[config.mk]
export PLATFORM = sky130hd
export DESIGN_NAME = iirs_queue
export DESIGN_NICKNAME = d
export VERILOG_FILES = /design/src/rtl/iirs_pkg.sv /design/src/rtl/iirs_queue.sv
export SDC_FILE = /design/constraint.sdc
export NUM_CORES = 1
export LEC_CHECK = 0
export BUFFER_PORTS_ARGS = -buffer_cell sky130_fd_sc_hd__buf_2
export CAP_MARGIN = 20
export CORE_ASPECT_RATIO = 1.25
export CORE_MARGIN = 2
export CORE_UTILIZATION = 47
export DETAILED_ROUTE_END_ITERATION = 10
export MAX_ROUTING_LAYER = met4
export PLACE_DENSITY = 0.83
export SLEW_MARGIN = 10
export SYNTH_ARGS = -nofsm -noshare
export SYNTH_HDL_FRONTEND = slang
export SYNTH_SLANG_ARGS = --single-unit
[constraint.sdc]
create_clock -name clk -period 4.65 [get_ports clk]
set_clock_uncertainty 0.05 [all_clocks]
set_input_delay 0.93 -clock clk [delete_from_list [all_inputs] [get_ports clk]]
set_output_delay 0.93 -clock clk [all_outputs]
set_load 0.02 [all_outputs]
[src/rtl/iirs_pkg.sv]
// Package for the integral image rectangle-sum core.
// Types, codes and sizes shared by the front end, back end and top level.
package iirs_pkg;
	localparam int MAX_WIDTH = 256;
	localparam int MAX_HEIGHT = 256;
	localparam int XW = $clog2(MAX_WIDTH);
	localparam int YW = $clog2(MAX_HEIGHT);
	localparam int AW = XW + YW;
	localparam int DIM_W = 9;
	localparam int CRD_W = 10;
	localparam int PIX_W = 16;
	localparam int RES_W = 32;
	localparam int ROWSUM_W = 24;
	localparam int AREA_W = 22;
	localparam int NUM_W = 40;
	localparam int QUEUE_DEPTH = 2;

	typedef enum logic [1:0] {
		OP_LOAD = 2'd0,
		OP_PREFIX = 2'd1,
		OP_RECT = 2'd2,
		OP_MEAN = 2'd3
	} opcode_t;

	typedef enum logic [1:0] {
		ST_OK = 2'd0,
		ST_INVALID = 2'd1,
		ST_LOADED = 2'd2
	} status_t;

	localparam logic REG_WIDTH = 1'b0;
	localparam logic REG_HEIGHT = 1'b1;

	// Classified command from the front end.
	typedef enum logic [2:0] {
		CMD_DONE = 3'b001,
		CMD_LOAD = 3'b010,
		CMD_QUERY = 3'b100
	} cmd_t;

	typedef struct packed {
		cmd_t cmd;
		logic is_mean;
		status_t status;
		logic [PIX_W-1:0] pixel;
		logic [DIM_W-1:0] x0;
		logic [DIM_W-1:0] y0;
		logic [DIM_W-1:0] x1;
		logic [DIM_W-1:0] y1;
		logic [AREA_W-1:0] area;
	} cmd_pkt_t;
endpackage

[src/rtl/iirs_queue.sv]
// Two-entry command queue between front and back ends.
// Depends on iirs_pkg for the packet type.
module iirs_queue (
	input logic clk,
	input logic arst_n,
	input logic push,
	input iirs_pkg::cmd_pkt_t wdata,
	output logic full,
	input logic pop,
	output logic empty,
	output iirs_pkg::cmd_pkt_t rdata
);
	iirs_pkg::cmd_pkt_t mem_q [iirs_pkg::QUEUE_DEPTH];
	logic wp_q, rp_q;
	logic [1:0] cnt_q;

	assign full = (cnt_q == 2'(iirs_pkg::QUEUE_DEPTH));
	assign empty = (cnt_q == '0);
	assign rdata = mem_q[rp_q];

	always_ff @(posedge clk) begin
		if (push) mem_q[wp_q] <= wdata;
	end

	always_ff @(posedge clk or negedge arst_n) begin
		if (!arst_n) begin
			wp_q <= 1'b0;
			rp_q <= 1'b0;
			cnt_q <= '0;
		end else begin
			if (push) wp_q <= !wp_q;
			if (pop) rp_q <= !rp_q;
			cnt_q <= cnt_q + 2'(push) - 2'(pop);
		end
	end
endmodule

==> summary.txt <==
STA
  • Fmax: 334 MHz
  • Crit path time final: 2990 ps
  • Fin crit share: 64.3%
  • Final setup viols: 0
  • Worst setup margin: 1660 ps
  • Endpoints failing hold: 0
  • Worst slew pin tran: 708 ps
  • RSZ-0062 raised after global routing: no
  • TNS Setup: 0 ps
  • Fin. max-slew vios: 0
  • Rel. slew slack: 52.7%

Critical path
  • Nature of the critical path endpoint: output port
  • Sequence of cells on the critical path: buf_12, mux2_4, buf_2
  • Slowest cell on crit path: dfrtp_4
  • Worst EP arrival: 2010 ps
  • CP max FO: 68
  • Startpoint Class: flop
  • Slowest stage delay, CP: 580 ps
  • Worst R2R Setup Slack: 2840 ps
  • CP Class: flop to output port
  • Worst Path Required: 3670 ps

Synthesis
  • Compound-gate portion of the synthesized area: 0%
  • Cells after Synth: 264
  • Fraction of the mapped netlist area in adder cells: 0.393%
  • Main combinational cell family by area after synthesis: multiplexers
  • Count of cell types in the netlist: 13
  • Seq cells post-synth: 164
  • Syn_area_per_cell: 24.1 um^2
  • Simple-gate share of the synthesized area: 0.354%
  • Synth warn: 0
  • Xor and xnor fraction of the mapped netlist area: 0.648%
  • Register area share after synthesis: 77.0%
  • Post-synthesis mux area share: 18.8%
  • Syn Nets: 350
  • Synthesized area: 0.00637 mm^2

Pwr
  • Worst IR Drop VDD: 0.678 mV
  • Power density cells: 655 mW/mm^2
  • Leakage: 3.24 nW

Clock tree
  • Post_cts resized: 0
  • CTS buffer count: 17
  • Post CTS Setup Buffer Count: 0
  • Clock Path Buffers: 2
  • Clock sinks: 164
  • TritonCTS clock tree: yes
  • Clock transition at path regs: 60 ps
  • Later-pin clock latency in the skew report: 400 ps
  • Hold bufs inserted after CTS: 0
  • H-Tree Depth: 4
  • Root Buffer: clkbuf_16

Layout
  • Fillers: 965
  • Share of cells above drive strength 1: 61.1%
  • Area growth syn-to-layout: 24.3%
  • Layout Utilization: 59.8%
  • Non-filler instance count after layout: 625
  • Nets: 528

Placed design
  • Post-detail-place hpwl: 6740 um
  • Final GP Congestion: 0.741
  • Port Buffers: 165
  • Post-Place Cells: 593
  • Setup WS pre-CTS: 2070 ps

Die
  • Die Wd: 108 um
  • Starting Density: 48.1%
  • Core Box Area: 0.0132 mm^2
  • Die area: 0.0145 mm^2
  • I/O pin cnt: 166
  • Die H: 134 um
  • Core Rows: 47

Job
  • Max-cap violations: 0

Detailed routing
  • Wirelength per Cell: 16.5 um
  • Post-route ant nets: 0
  • 1st-pass router iterations: 4
  • DRC Markers: 0
  • Number of DRC markers in iteration 0: 121
  • Vias per std cell: 4.84
  • Via count: 3024
  • Drt total wl: 10300 um

Global route
  • Global-route wire length before repair: 15600 um
  • Overflow after GRT: 0
  • GRT Overall Usage: 14.9%
  • Largest net degree at the start of global routing: 81
  • Vias in the first global route: 3234
  • Initial antenna violation count: 2

Min path
  • Worst hold path type: input pin to asynchronous set/reset pin

Outcome
  • Outcome: completed
## stage by stage
stage / hold WS (ps) / area, um^2 / total power [mW]
floorplan: 423 / 6370 / 3.50
global placement: 478 / 7290 / 3.79
detailed placement: 486 / 7290 / 3.83
CTS: 264 / 7880 / 5.23
global route: 270 / 7920 / 5.40
finish: 278 / 7920 / 5.19
## cells by family after synthesis
kind of cell	after synthesis
and+or+nand+nor	4
muxes	80
DFF	164
buffers and inverters	11
xor gates and xnor gates	3
adders and majority gates	2
## flip-flops by register name, summed over array words and instances, names as in the netlist
signal	count
wp_q	1
rp_q	1
mem_q	160
cnt_q	2
## Yosys cell counts
cell / count / area share, %
xor3_1: 1 / 0.37
nor2b_1: 2 / 0.20
edfxtp_1: 160 / 75
mux2_4: 79 / 19
buf_12: 8 / 2.5
xor2_1: 2 / 0.28
inv_1: 2 / 0.12
dfrtp_1: 4 / 1.6
buf_6: 1 / 0.18
mux2_2: 1 / 0.18
nor2_1: 1 / 0.059
ha_1: 2 / 0.39
and2_1: 1 / 0.098
## worst max-delay path, delay by kind of cell, from the launching register on
kind                   cells  cell delay, ps
flip-flops                 1             580
multiplexers               1             360
buffers and inverters      2             630
## path summary, 6_finish.rpt
| path | depth (start not counted) | end | startpoint |
|---|---|---|---|
| hold / removal | 1 | rp_q$_DFFE_PN0P_ | arst_n |
| hold reg to reg | 1 | wp_q$_DFFE_PN0P_ | wp_q$_DFFE_PN0P_ |
| min in group clk | 1 | wp_q$_DFFE_PN0P_ | wp_q$_DFFE_PN0P_ |
| setup reg to reg | 2 | mem_q[0][71]$_DFFE_PP_ | wp_q$_DFFE_PN0P_ |
| setup / recovery | 3 | rdata[77] | rp_q$_DFFE_PN0P_ |
| max in group asynchronous | 1 | rp_q$_DFFE_PN0P_ | arst_n |
## routing by layer
metal  wire length (um)  part of all wire (%)  GRT usage [%]  vias up
met5                  0                     0              -        -
met3                638                   6.2           3.79       17
met4                189                   1.8           6.55        0
met2               5640                    55           25.8      117
li1                   -                     -              -     1403
met1               3870                    37           16.1     1487
## where the power goes
| part | switching (mW) | internal, mW | total [mW] |
|---|---|---|---|
| Sequential | 0.107 | 1.97 | 2.07 |
| Clock | 0.511 | 0.889 | 1.40 |
| Combinational | 0.924 | 0.788 | 1.71 |
## layout by cell type (no fill, tap or decap), types with 2 or more instances in the layout
master	Yosys	routed
bufinv_16	0	4
inv_1	2	2
ha_1	2	2
clkbuf_16	0	17
mux2_4	79	79
clkinv_4	0	2
clkinv_1	0	2
buf_2	0	165
xor2_1	2	2
clkbuf_1	0	2
diode_2	0	2
edfxtp_1	160	160
dfrtp_1	4	3
buf_12	8	2
## cell type report
cell class	count	area (um^2)	share of cell area, %
Antenna cell	2	5.00	0.0632
Clock buffer	19	433	5.47
Clock inverter	10	159	2.01
Inverter	2	7.51	0.0948
Multi-Input combinational cell	89	1300	16.4
Sequential cell	164	4910	62.0
Tap cell	171	214	2.70
Timing Repair Buffer	168	893	11.3
No activity file was read; power rests on OpenSTA's default activity.
