`src/rtl/iirs_pkg.sv`:
```
// Package for the integral image rectangle-sum core.
// Types, codes and sizes shared by the front end, back end and top level.
package iirs_pkg;
	localparam int MAX_WIDTH = 256;
	localparam int MAX_HEIGHT = 256;
	localparam int XW = $clog2(MAX_WIDTH);
	localparam int YW = $clog2(MAX_HEIGHT);
	localparam int AW = XW + YW;
	localparam int DIM_W = 9;
	localparam int CRD_W = 10;
	localparam int PIX_W = 16;
	localparam int RES_W = 32;
	localparam int ROWSUM_W = 24;
	localparam int AREA_W = 22;
	localparam int NUM_W = 40;
	localparam int QUEUE_DEPTH = 2;

	typedef enum logic [1:0] {
		OP_LOAD = 2'd0,
		OP_PREFIX = 2'd1,
		OP_RECT = 2'd2,
		OP_MEAN = 2'd3
	} opcode_t;

	typedef enum logic [1:0] {
		ST_OK = 2'd0,
		ST_INVALID = 2'd1,
		ST_LOADED = 2'd2
	} status_t;

	localparam logic REG_WIDTH = 1'b0;
	localparam logic REG_HEIGHT = 1'b1;

	// Classified command from the front end.
	typedef enum logic [2:0] {
		CMD_DONE = 3'b001,
		CMD_LOAD = 3'b010,
		CMD_QUERY = 3'b100
	} cmd_t;

	typedef struct packed {
		cmd_t cmd;
		logic is_mean;
		status_t status;
		logic [PIX_W-1:0] pixel;
		logic [DIM_W-1:0] x0;
		logic [DIM_W-1:0] y0;
		logic [DIM_W-1:0] x1;
		logic [DIM_W-1:0] y1;
		logic [AREA_W-1:0] area;
	} cmd_pkt_t;
endpackage

```
`src/rtl/iirs_front.sv`:
```
// Front end: accepts items, clamps and orders coordinates, tracks map validity.
// Depends on iirs_pkg. Feeds the command queue.
module iirs_front (
	input logic clk,
	input logic arst_n,
	input logic cfg_we,
	input logic [0:0] cfg_index,
	input logic [iirs_pkg::DIM_W-1:0] cfg_data,
	input logic in_valid,
	output logic in_ready,
	input logic [1:0] opcode,
	input logic [iirs_pkg::PIX_W-1:0] pixel_value,
	input logic signed [iirs_pkg::CRD_W-1:0] col_a,
	input logic signed [iirs_pkg::CRD_W-1:0] row_a,
	input logic signed [iirs_pkg::CRD_W-1:0] col_b,
	input logic signed [iirs_pkg::CRD_W-1:0] row_b,
	output logic push,
	input logic full,
	output iirs_pkg::cmd_pkt_t pkt,
	output logic [iirs_pkg::DIM_W-1:0] width,
	output logic [iirs_pkg::DIM_W-1:0] height
);
	logic [iirs_pkg::DIM_W-1:0] width_q, height_q;
	logic [iirs_pkg::DIM_W-1:0] lcol_q, lrow_q;
	logic valid_map_q;
	logic size_ok, load_ok, acc;
	logic signed [iirs_pkg::CRD_W:0] dw, dh;
	logic [iirs_pkg::DIM_W-1:0] cxa, cya, cxb, cyb;

	function automatic logic [iirs_pkg::DIM_W-1:0] clampc(
		input logic signed [iirs_pkg::CRD_W-1:0] v,
		input logic [iirs_pkg::DIM_W-1:0] hi);
		logic [iirs_pkg::DIM_W-1:0] r;
		if (v < 0) r = '0;
		else if ($unsigned(v) > {1'b0, hi}) r = hi;
		else r = v[iirs_pkg::DIM_W-1:0];
		return r;
	endfunction

	assign width = width_q;
	assign height = height_q;
	assign size_ok = (width_q != '0) && (height_q != '0)
		&& (width_q <= iirs_pkg::DIM_W'(iirs_pkg::MAX_WIDTH))
		&& (height_q <= iirs_pkg::DIM_W'(iirs_pkg::MAX_HEIGHT));
	assign in_ready = !full;
	assign acc = in_valid && !full;
	assign push = acc;
	assign load_ok = acc && (opcode == iirs_pkg::OP_LOAD) && size_ok;

	always_comb begin
		cxa = clampc(col_a, width_q);
		cxb = clampc(col_b, width_q);
		cya = clampc(row_a, height_q);
		cyb = clampc(row_b, height_q);
		dw = $signed({col_b[iirs_pkg::CRD_W-1], col_b})
			- $signed({col_a[iirs_pkg::CRD_W-1], col_a});
		dh = $signed({row_b[iirs_pkg::CRD_W-1], row_b})
			- $signed({row_a[iirs_pkg::CRD_W-1], row_a});
		pkt = '0;
		pkt.pixel = pixel_value;
		pkt.area = '0;
		pkt.cmd = iirs_pkg::CMD_DONE;
		pkt.status = iirs_pkg::ST_OK;
		unique case (opcode)
			iirs_pkg::OP_LOAD: begin
				if (!size_ok) pkt.status = iirs_pkg::ST_INVALID;
				else begin
					pkt.cmd = iirs_pkg::CMD_LOAD;
					pkt.status = iirs_pkg::ST_LOADED;
				end
			end
			iirs_pkg::OP_PREFIX: begin
				if (!valid_map_q) pkt.status = iirs_pkg::ST_INVALID;
				else begin
					// prefix = rect(0,0)-(x,y)
					pkt.cmd = iirs_pkg::CMD_QUERY;
					pkt.x1 = cxa;
					pkt.y1 = cya;
				end
			end
			default: begin
				if ((opcode == iirs_pkg::OP_MEAN) && ((dw <= 0) || (dh <= 0))) begin
					pkt.status = iirs_pkg::ST_OK;
				end else if (!valid_map_q) begin
					pkt.status = iirs_pkg::ST_INVALID;
				end else begin
					pkt.cmd = iirs_pkg::CMD_QUERY;
					pkt.is_mean = (opcode == iirs_pkg::OP_MEAN);
					pkt.x0 = (cxb < cxa) ? cxb : cxa;
					pkt.x1 = (cxb < cxa) ? cxa : cxb;
					pkt.y0 = (cyb < cya) ? cyb : cya;
					pkt.y1 = (cyb < cya) ? cya : cyb;
				end
			end
		endcase
		// only used by a mean with both differences positive, so 10 bits hold them
		pkt.area = iirs_pkg::AREA_W'({1'b0, dw[iirs_pkg::CRD_W-1:0]})
			* iirs_pkg::AREA_W'({1'b0, dh[iirs_pkg::CRD_W-1:0]});
	end

	always_ff @(posedge clk or negedge arst_n) begin
		if (!arst_n) begin
			width_q <= '0;
			height_q <= '0;
			lcol_q <= '0;
			lrow_q <= '0;
			valid_map_q <= 1'b0;
		end else if (cfg_we) begin
			if (cfg_index == iirs_pkg::REG_WIDTH) width_q <= cfg_data;
			else height_q <= cfg_data;
			lcol_q <= '0;
			lrow_q <= '0;
			valid_map_q <= 1'b0;
		end else if (load_ok) begin
			if (lcol_q + 9'd1 >= width_q) begin
				lcol_q <= '0;
				if (lrow_q + 9'd1 >= height_q) begin
					lrow_q <= '0;
					valid_map_q <= 1'b1;
				end else begin
					lrow_q <= lrow_q + 9'd1;
					valid_map_q <= 1'b0;
				end
			end else begin
				lcol_q <= lcol_q + 9'd1;
				valid_map_q <= 1'b0;
			end
		end
	end
endmodule

```
`config.mk`:
```
export PLATFORM = sky130hd
export DESIGN_NAME = iirs_front
export DESIGN_NICKNAME = d
export VERILOG_FILES = /design/src/rtl/iirs_pkg.sv /design/src/rtl/iirs_front.sv
export SDC_FILE = /design/constraint.sdc
export NUM_CORES = 1
export LEC_CHECK = 0
export ABC_AREA = 1
export BUFFER_PORTS_ARGS = -buffer_cell sky130_fd_sc_hd__buf_2
export CAP_MARGIN = 20
export CORE_AREA = 4 4 145 147
export CTS_BUF_LIST = sky130_fd_sc_hd__clkbuf_8
export DETAILED_ROUTE_END_ITERATION = 10
export DIE_AREA = 0 0 149 151
export PLACE_DENSITY = 0.8
export RECOVER_POWER = 50
export SYNTH_ARGS = -nofsm -noshare
export SYNTH_HDL_FRONTEND = slang
export SYNTH_SLANG_ARGS = --single-unit
```
`constraint.sdc`:
```
create_clock -name clk -period 22 [get_ports clk]
set_input_delay 6.6 -clock clk [delete_from_list [all_inputs] [get_ports clk]]
set_output_delay 6.6 -clock clk [all_outputs]
set_load 0.01 [all_outputs]
```
==> flow_summary.yaml, run 1 <==
setup_path:
  cp.required_ns: 15.40
  worstPathArrival_ns: 12.77
  worst-path-max-fanout: 10
  slowest_stage: "fa_1"
  crit_type: "input port to output pin"
  critPathTopFamily: "adder cells"
  slowest_delay_ns: 0.55
  worstSetupStartpointType: "input port"
  end_kind: "output pin"
  crit_buf_inv: 8
  crit_path_frequent_cell: "nand2_1"
synthesis:
  mappedNetlistArea_sq_mm: 0.00966
  ys_ff_latch: 37
  synth_common_cells: "356 x nand2_1, 249 x inv_1, 152 x nor2_1"
  yosys_most_used_dff: "dfrtp_1"
  synth_area_leaders: "ha_1 19%, nand2_1 14%, fa_1 13%"
  synth_top_area_frac: 0.190
  yosys_warnings: 0
  syn-instance-count: 1449
  async_flop_share: 1.00
  syn_avg_cell_area_sq_um: 6.67
  yosysUniqueCellTypes: 44
  ys_seq_area_frac: 0.0958
  synth_most_common_cell: "nand2_1"
  yosysTopAreaCell: "ha_1"
  synth_edf_count: 0
timing:
  setup_viol: 0
  slew_headroom: -0.284
  final-hold-violation-count: 0
  min_period_ns: 19.37
  skew_ns: 0.00742
  worst-slew-pin-transition_ns: 1.93
  slew_violations: 38
  tns_ns: 0
  rsz0062_at_grt: "false"
  hold-worst-slack_ns: 0.517
  fin_crit_sh: 0.880
  max_freq_mhz: 51.6
power_and_ir_drop:
  power_w: 0.00169
  ir_worst_vdd_v: 0.000164
  power_density_mw_per_mm2: 162
  leakagePower_nw: 6.10
grt:
  met2_usage: 0.409
  grt_overflow: 0
  grt_pass1_vias: 9189
  antenna_found_initial: 0
  grt_pass1_wl_um: 44400
  grt_max_degree: 38
  grtUsageTotal: 0.240
  busiest_layer: "met2"
  use_met3: 0.0320
  grt_use_met1: 0.316
layout:
  area_growth_syn_to_layout_pct: 7.83
  final_nets: 1833
  final_cells: 1820
  antennaDiodeCount: 0
  stdcell_area_sq_mm: 0.0104
  drive_above_1_share: 0.129
flow_run:
  drv_cap: 1
die:
  coreArea_sq_mm: 0.0199
  num_io_pins: 173
  die_w_um: 149
  die_h_um: 151
  die_area_sq_mm: 0.0225
  fp-row-count: 52
  initial_core_util: 0.485
run_status:
  violations: "capacitance limit, slew limit"
  outcome: "finished with violations"
drt:
  ant_nets: 0
  drc: 0
  drt_wl_total_um: 27100
  routed_via_density: 5.24
  drt-pass1-iter-count: 7
  route.vias.total: 9539
  wl_per_cell_um: 14.9
  drt_iter0_markers: 725
placed_design:
  place_area_sq_mm: 0.0104
  gp_congestion: 0.955
  dp_cells: 1812
  port_buffers: 138
  dp_hpwl_um: 23100
cts:
  htree_num_levels: 2
  cts_hold_buf: 0
  cts_tree: "done"
  clk_pin_slew_ns: 0.08
  cts_resized: 0
  clk_latency_ns: 0.29
  cts.path.max_buffers: 2
  cts-root-buf: "clkbuf_8"
  cts_buffers: 5
  post_cts_buffers: 0
  cts.sinks: 37
worst_hold_path:
  hold_class: "register to register"
-- cells by family (layout without fill, tap and decap cells) --
logic type,count (synthesis),in the layout,share of synthesized area
adders and majority gates,211,211,0.323
other,1,2,0.000388
DFF,37,37,0.0958
buffers and inverters,309,409,0.138
xor gates and xnor gates,34,34,0.0316
and+or+nand+nor,674,674,0.303
AOI/OAI and AO/OA,183,183,0.108
-- path summary, 6_finish.rpt --
path | start | end | slack, ns | cells after the start
worst min-delay path | lrow_q[8]$_DFFE_PN0P_ | lrow_q[8]$_DFFE_PN0P_ | 0.52 | 2
worst min register to register | lrow_q[8]$_DFFE_PN0P_ | lrow_q[8]$_DFFE_PN0P_ | 0.52 | 2
max in group asynchronous | arst_n | lcol_q[7]$_DFFE_PN0P_ | 14.06 | 1
min in group asynchronous | arst_n | width[7]$_DFFE_PN0P_ | 6.83 | 1
worst max register to register | lcol_q[0]$_DFFE_PN0P_ | lcol_q[0]$_DFFE_PN0P_ | 18.78 | 14
worst max-delay path | row_b[0] | pkt[17] | 2.63 | 30
-- power breakdown --
| group | internal [W] | switching (W) |
|---|---|---|
| Sequential | 0.0000726 | 0.00000890 |
| Clock | 0.0000229 | 0.0000269 |
| Combinational | 0.000618 | 0.000942 |
| Total | 0.000713 | 0.000978 |
-- metal layers --
layer / up-vias / routed length [um] / part of all wire
met5: - / 0 / 0
met3: 70 / 1960 / 0.073
li1: 4749 / - / -
met2: 360 / 12500 / 0.46
met4: 0 / 943 / 0.035
met1: 4360 / 11700 / 0.43
-- per-stage QoR --
stage / worst slack [ns] / util
after detailed placement: 2.60 / 0.520
after CTS: 2.60 / 0.525
after floorplan: 3.32 / -
after global routing: 2.16 / 0.523
final: 2.63 / 0.523
after global placement: 2.79 / 0.520
-- worst reg2reg max path, cell delays in order, from the launching register on --
cell and delay (ns):
dfrtp_1 0.42, ha_1 0.21, and3_1 0.23, nand3_1 0.12
nand3b_1 0.18, xor2_1 0.13, inv_1 0.07, ha_1 0.32
a21oi_1 0.15, o21ai_0 0.12, a21oi_1 0.19, nand3_1 0.14
nor3_1 0.64, nor2_1 0.08, a21oi_1 0.14
-- layout make-up --
cell class | instances | area (sq um)
inverter | 261 | 980
tap | 270 | 338
timing repair buffer | 140 | 679
fill | 2048 | 9490
clock buffer | 5 | 68.8
sequential | 37 | 926
multi-input combinational | 1104 | 7400
clock inverter | 3 | 25.0
-- cell usage in the layout, fill, tap and decap left out, types with 21 or more instances in the layout --
master | Yosys | final
a21oi_1 | 61 | 61
buf_2 | 6 | 117
clkbuf_1 | 9 | 21
dfrtp_1 | 37 | 37
fa_1 | 64 | 64
ha_1 | 147 | 147
inv_1 | 249 | 250
nand2_1 | 356 | 356
nand3_1 | 71 | 71
nand4_1 | 23 | 23
nor2_1 | 152 | 153
o21ai_0 | 61 | 61
o21bai_1 | 22 | 22
xor2_1 | 26 | 26
-- registers in the layout, indices dropped and copies added (netlist names) --
register and cells:
valid_map_q 1, width 9, lcol_q 9, lrow_q 9, height 9
(Power assumes the default switching activity.)
==> inputs of run 2 (changes only) <==
- CORE_AREA: 4 4 145 147 -> 4 4 202 106
- CTS_CLUSTER_SIZE: unset -> 40
- DIE_AREA: 0 0 149 151 -> 0 0 206 110
- PLACE_DENSITY: 0.8 -> 0.81
==> flow_summary.yaml, run 2 (synthesis results as in run 1) <==
run_status:
  outcome: "finished with violations"
  violations: "capacitance limit, slew limit"
setup_path:
  cp.required_ns: 15.40
  crit_path_frequent_cell: "nand2_1"
  worstPathArrival_ns: 12.73
  slowest_stage: "fa_1"
  worstSetupStartpointType: "input port"
  worst-path-max-fanout: 10
  crit_type: "input port to output pin"
  slowest_delay_ns: 0.54
  end_kind: "output pin"
power_and_ir_drop:
  power_frac_clock: 0.028
  leakagePower_nw: 6.10
  combPwrFrac: 0.924
  p_int_w: 0.000713
  ir_worst_vdd_v: 0.000209
  switching_share: 0.577
  power_density_mw_per_mm2: 162
  power_switching_w: 0.000972
  power_frac_seq: 0.049
cts:
  cts_tree: "done"
  clk_pin_slew_ns: 0.07
  cts_buffers: 5
  cts.sinks: 37
  htree_num_levels: 2
  clk_latency_ns: 0.29
  cts_resized: 0
  cts-root-buf: "clkbuf_8"
  post_cts_buffers: 0
  cts.path.max_buffers: 2
  cts_hold_buf: 0
die:
  coreArea_sq_mm: 0.0194
  initial_core_util: 0.499
  die_h_um: 110
  die_w_um: 206
  die_area_sq_mm: 0.0227
  num_io_pins: 173
  fp-row-count: 36
layout:
  stdcell_area_sq_mm: 0.0104
  final_nets: 1833
  fillers: 1949
  mostFrequentLayoutCell: "nand2_1"
  antennaDiodeCount: 0
  final_core_util: 0.537
  drive_above_1_share: 0.128
  area_growth_syn_to_layout_pct: 7.70
  final_cell_mix: "356 x nand2_1, 251 x inv_1, 153 x nor2_1, 147 x ha_1, 117 x buf_2"
grt:
  grt_overflow: 0
  grt_max_degree: 38
  grtUsageTotal: 0.238
  grt_pass1_vias: 8849
  grt_pass1_wl_um: 44100
  antenna_found_initial: 0
worst_hold_path:
  hold_class: "register to register"
placed_design:
  dp_hpwl_um: 22700
  port_buffers: 138
  post-place-ws_ns: 2.67
  gp_congestion: 0.994
  place_area_sq_mm: 0.0104
drt:
  drt_wl_total_um: 26600
  route.vias.total: 9428
  routed_via_density: 5.19
  drc: 0
  wl_per_cell_um: 14.6
  drt_iter0_markers: 688
  ant_nets: 0
  drt-pass1-iter-count: 5
flow_run:
  drv_cap: 1
timing:
  final-hold-violation-count: 0
  hold-worst-slack_ns: 0.514
  rsz0062_at_grt: "false"
  max_freq_mhz: 51.7
  min_period_ns: 19.33
  skew_ns: 0.00634
  tns_ns: 0
  fin_crit_sh: 0.879
  setup_viol: 0
  slew_violations: 38
  slew_headroom: -0.334
  worst-slew-pin-transition_ns: 2.00
  finalWorstSetupSlack_ns: 2.67
-- run 2: path summary, 6_finish.rpt --
path / depth (start not counted) / slack, ns / endpoint / from
max: 30 / 2.67 / pkt[17] / row_b[0]
min: 2 / 0.51 / lrow_q[8]$_DFFE_PN0P_ / lrow_q[8]$_DFFE_PN0P_
max reg2reg: 14 / 18.93 / lcol_q[0]$_DFFE_PN0P_ / lcol_q[0]$_DFFE_PN0P_
min reg2reg: 2 / 0.51 / lrow_q[8]$_DFFE_PN0P_ / lrow_q[8]$_DFFE_PN0P_
max in group asynchronous: 1 / 13.98 / height[3]$_DFFE_PN0P_ / arst_n
min in group asynchronous: 1 / 6.87 / lcol_q[8]$_DFFE_PN0P_ / arst_n
-- run 2: metrics by stage --
step | std cells | total power, W
after global placement | 1808 | 0.00161
after detailed placement | 1808 | 0.00164
after CTS | 1815 | 0.00170
after global routing | 1815 | 0.00195
final | 1815 | 0.00169
after floorplan | 1450 | 0.00122
-- run 2: worst max-delay path: cells and delay by family --
family	cells	cell delay, ns
buffers and inverters	8	0.70
adders and majority gates	8	3.53
and+or+nand+nor	10	1.12
xor gates and xnor gates	1	0.15
AOI/OAI and AO/OA	3	0.60
-- run 2: layout make-up --
type                            instances  area [sq um]  area share
Clock inverter                          1          3.75    0.000361
Sequential cell                        37           926      0.0890
Inverter                              261           980      0.0941
Tap cell                              266           333      0.0320
Multi-Input combinational cell       1104          7400       0.711
Timing Repair Buffer                  140           679      0.0653
Clock buffer                            6          82.6     0.00793
-- run 2: power by group through the flow --
| stage | clock network (W) | logic (W) | registers, W |
|---|---|---|---|
| final | 0.0000465 | 0.00156 | 0.0000820 |
| after global routing | 0.0000509 | 0.00182 | 0.0000823 |
| after CTS | 0.0000483 | 0.00157 | 0.0000814 |
| after detailed placement | 0 | 0.00156 | 0.0000827 |
| after global placement | 0 | 0.00153 | 0.0000827 |
| after floorplan | 0 | 0.00114 | 0.0000810 |
-- run 2: routing by layer --
metal / vias to the layer above / routed length (um) / track usage
met1: 4304 / 12400 / 0.338
met3: 46 / 1590 / 0.0205
met5: - / 0 / 0
met2: 330 / 12000 / 0.403
met4: 0 / 548 / 0.0455
li1: 4748 / - / -
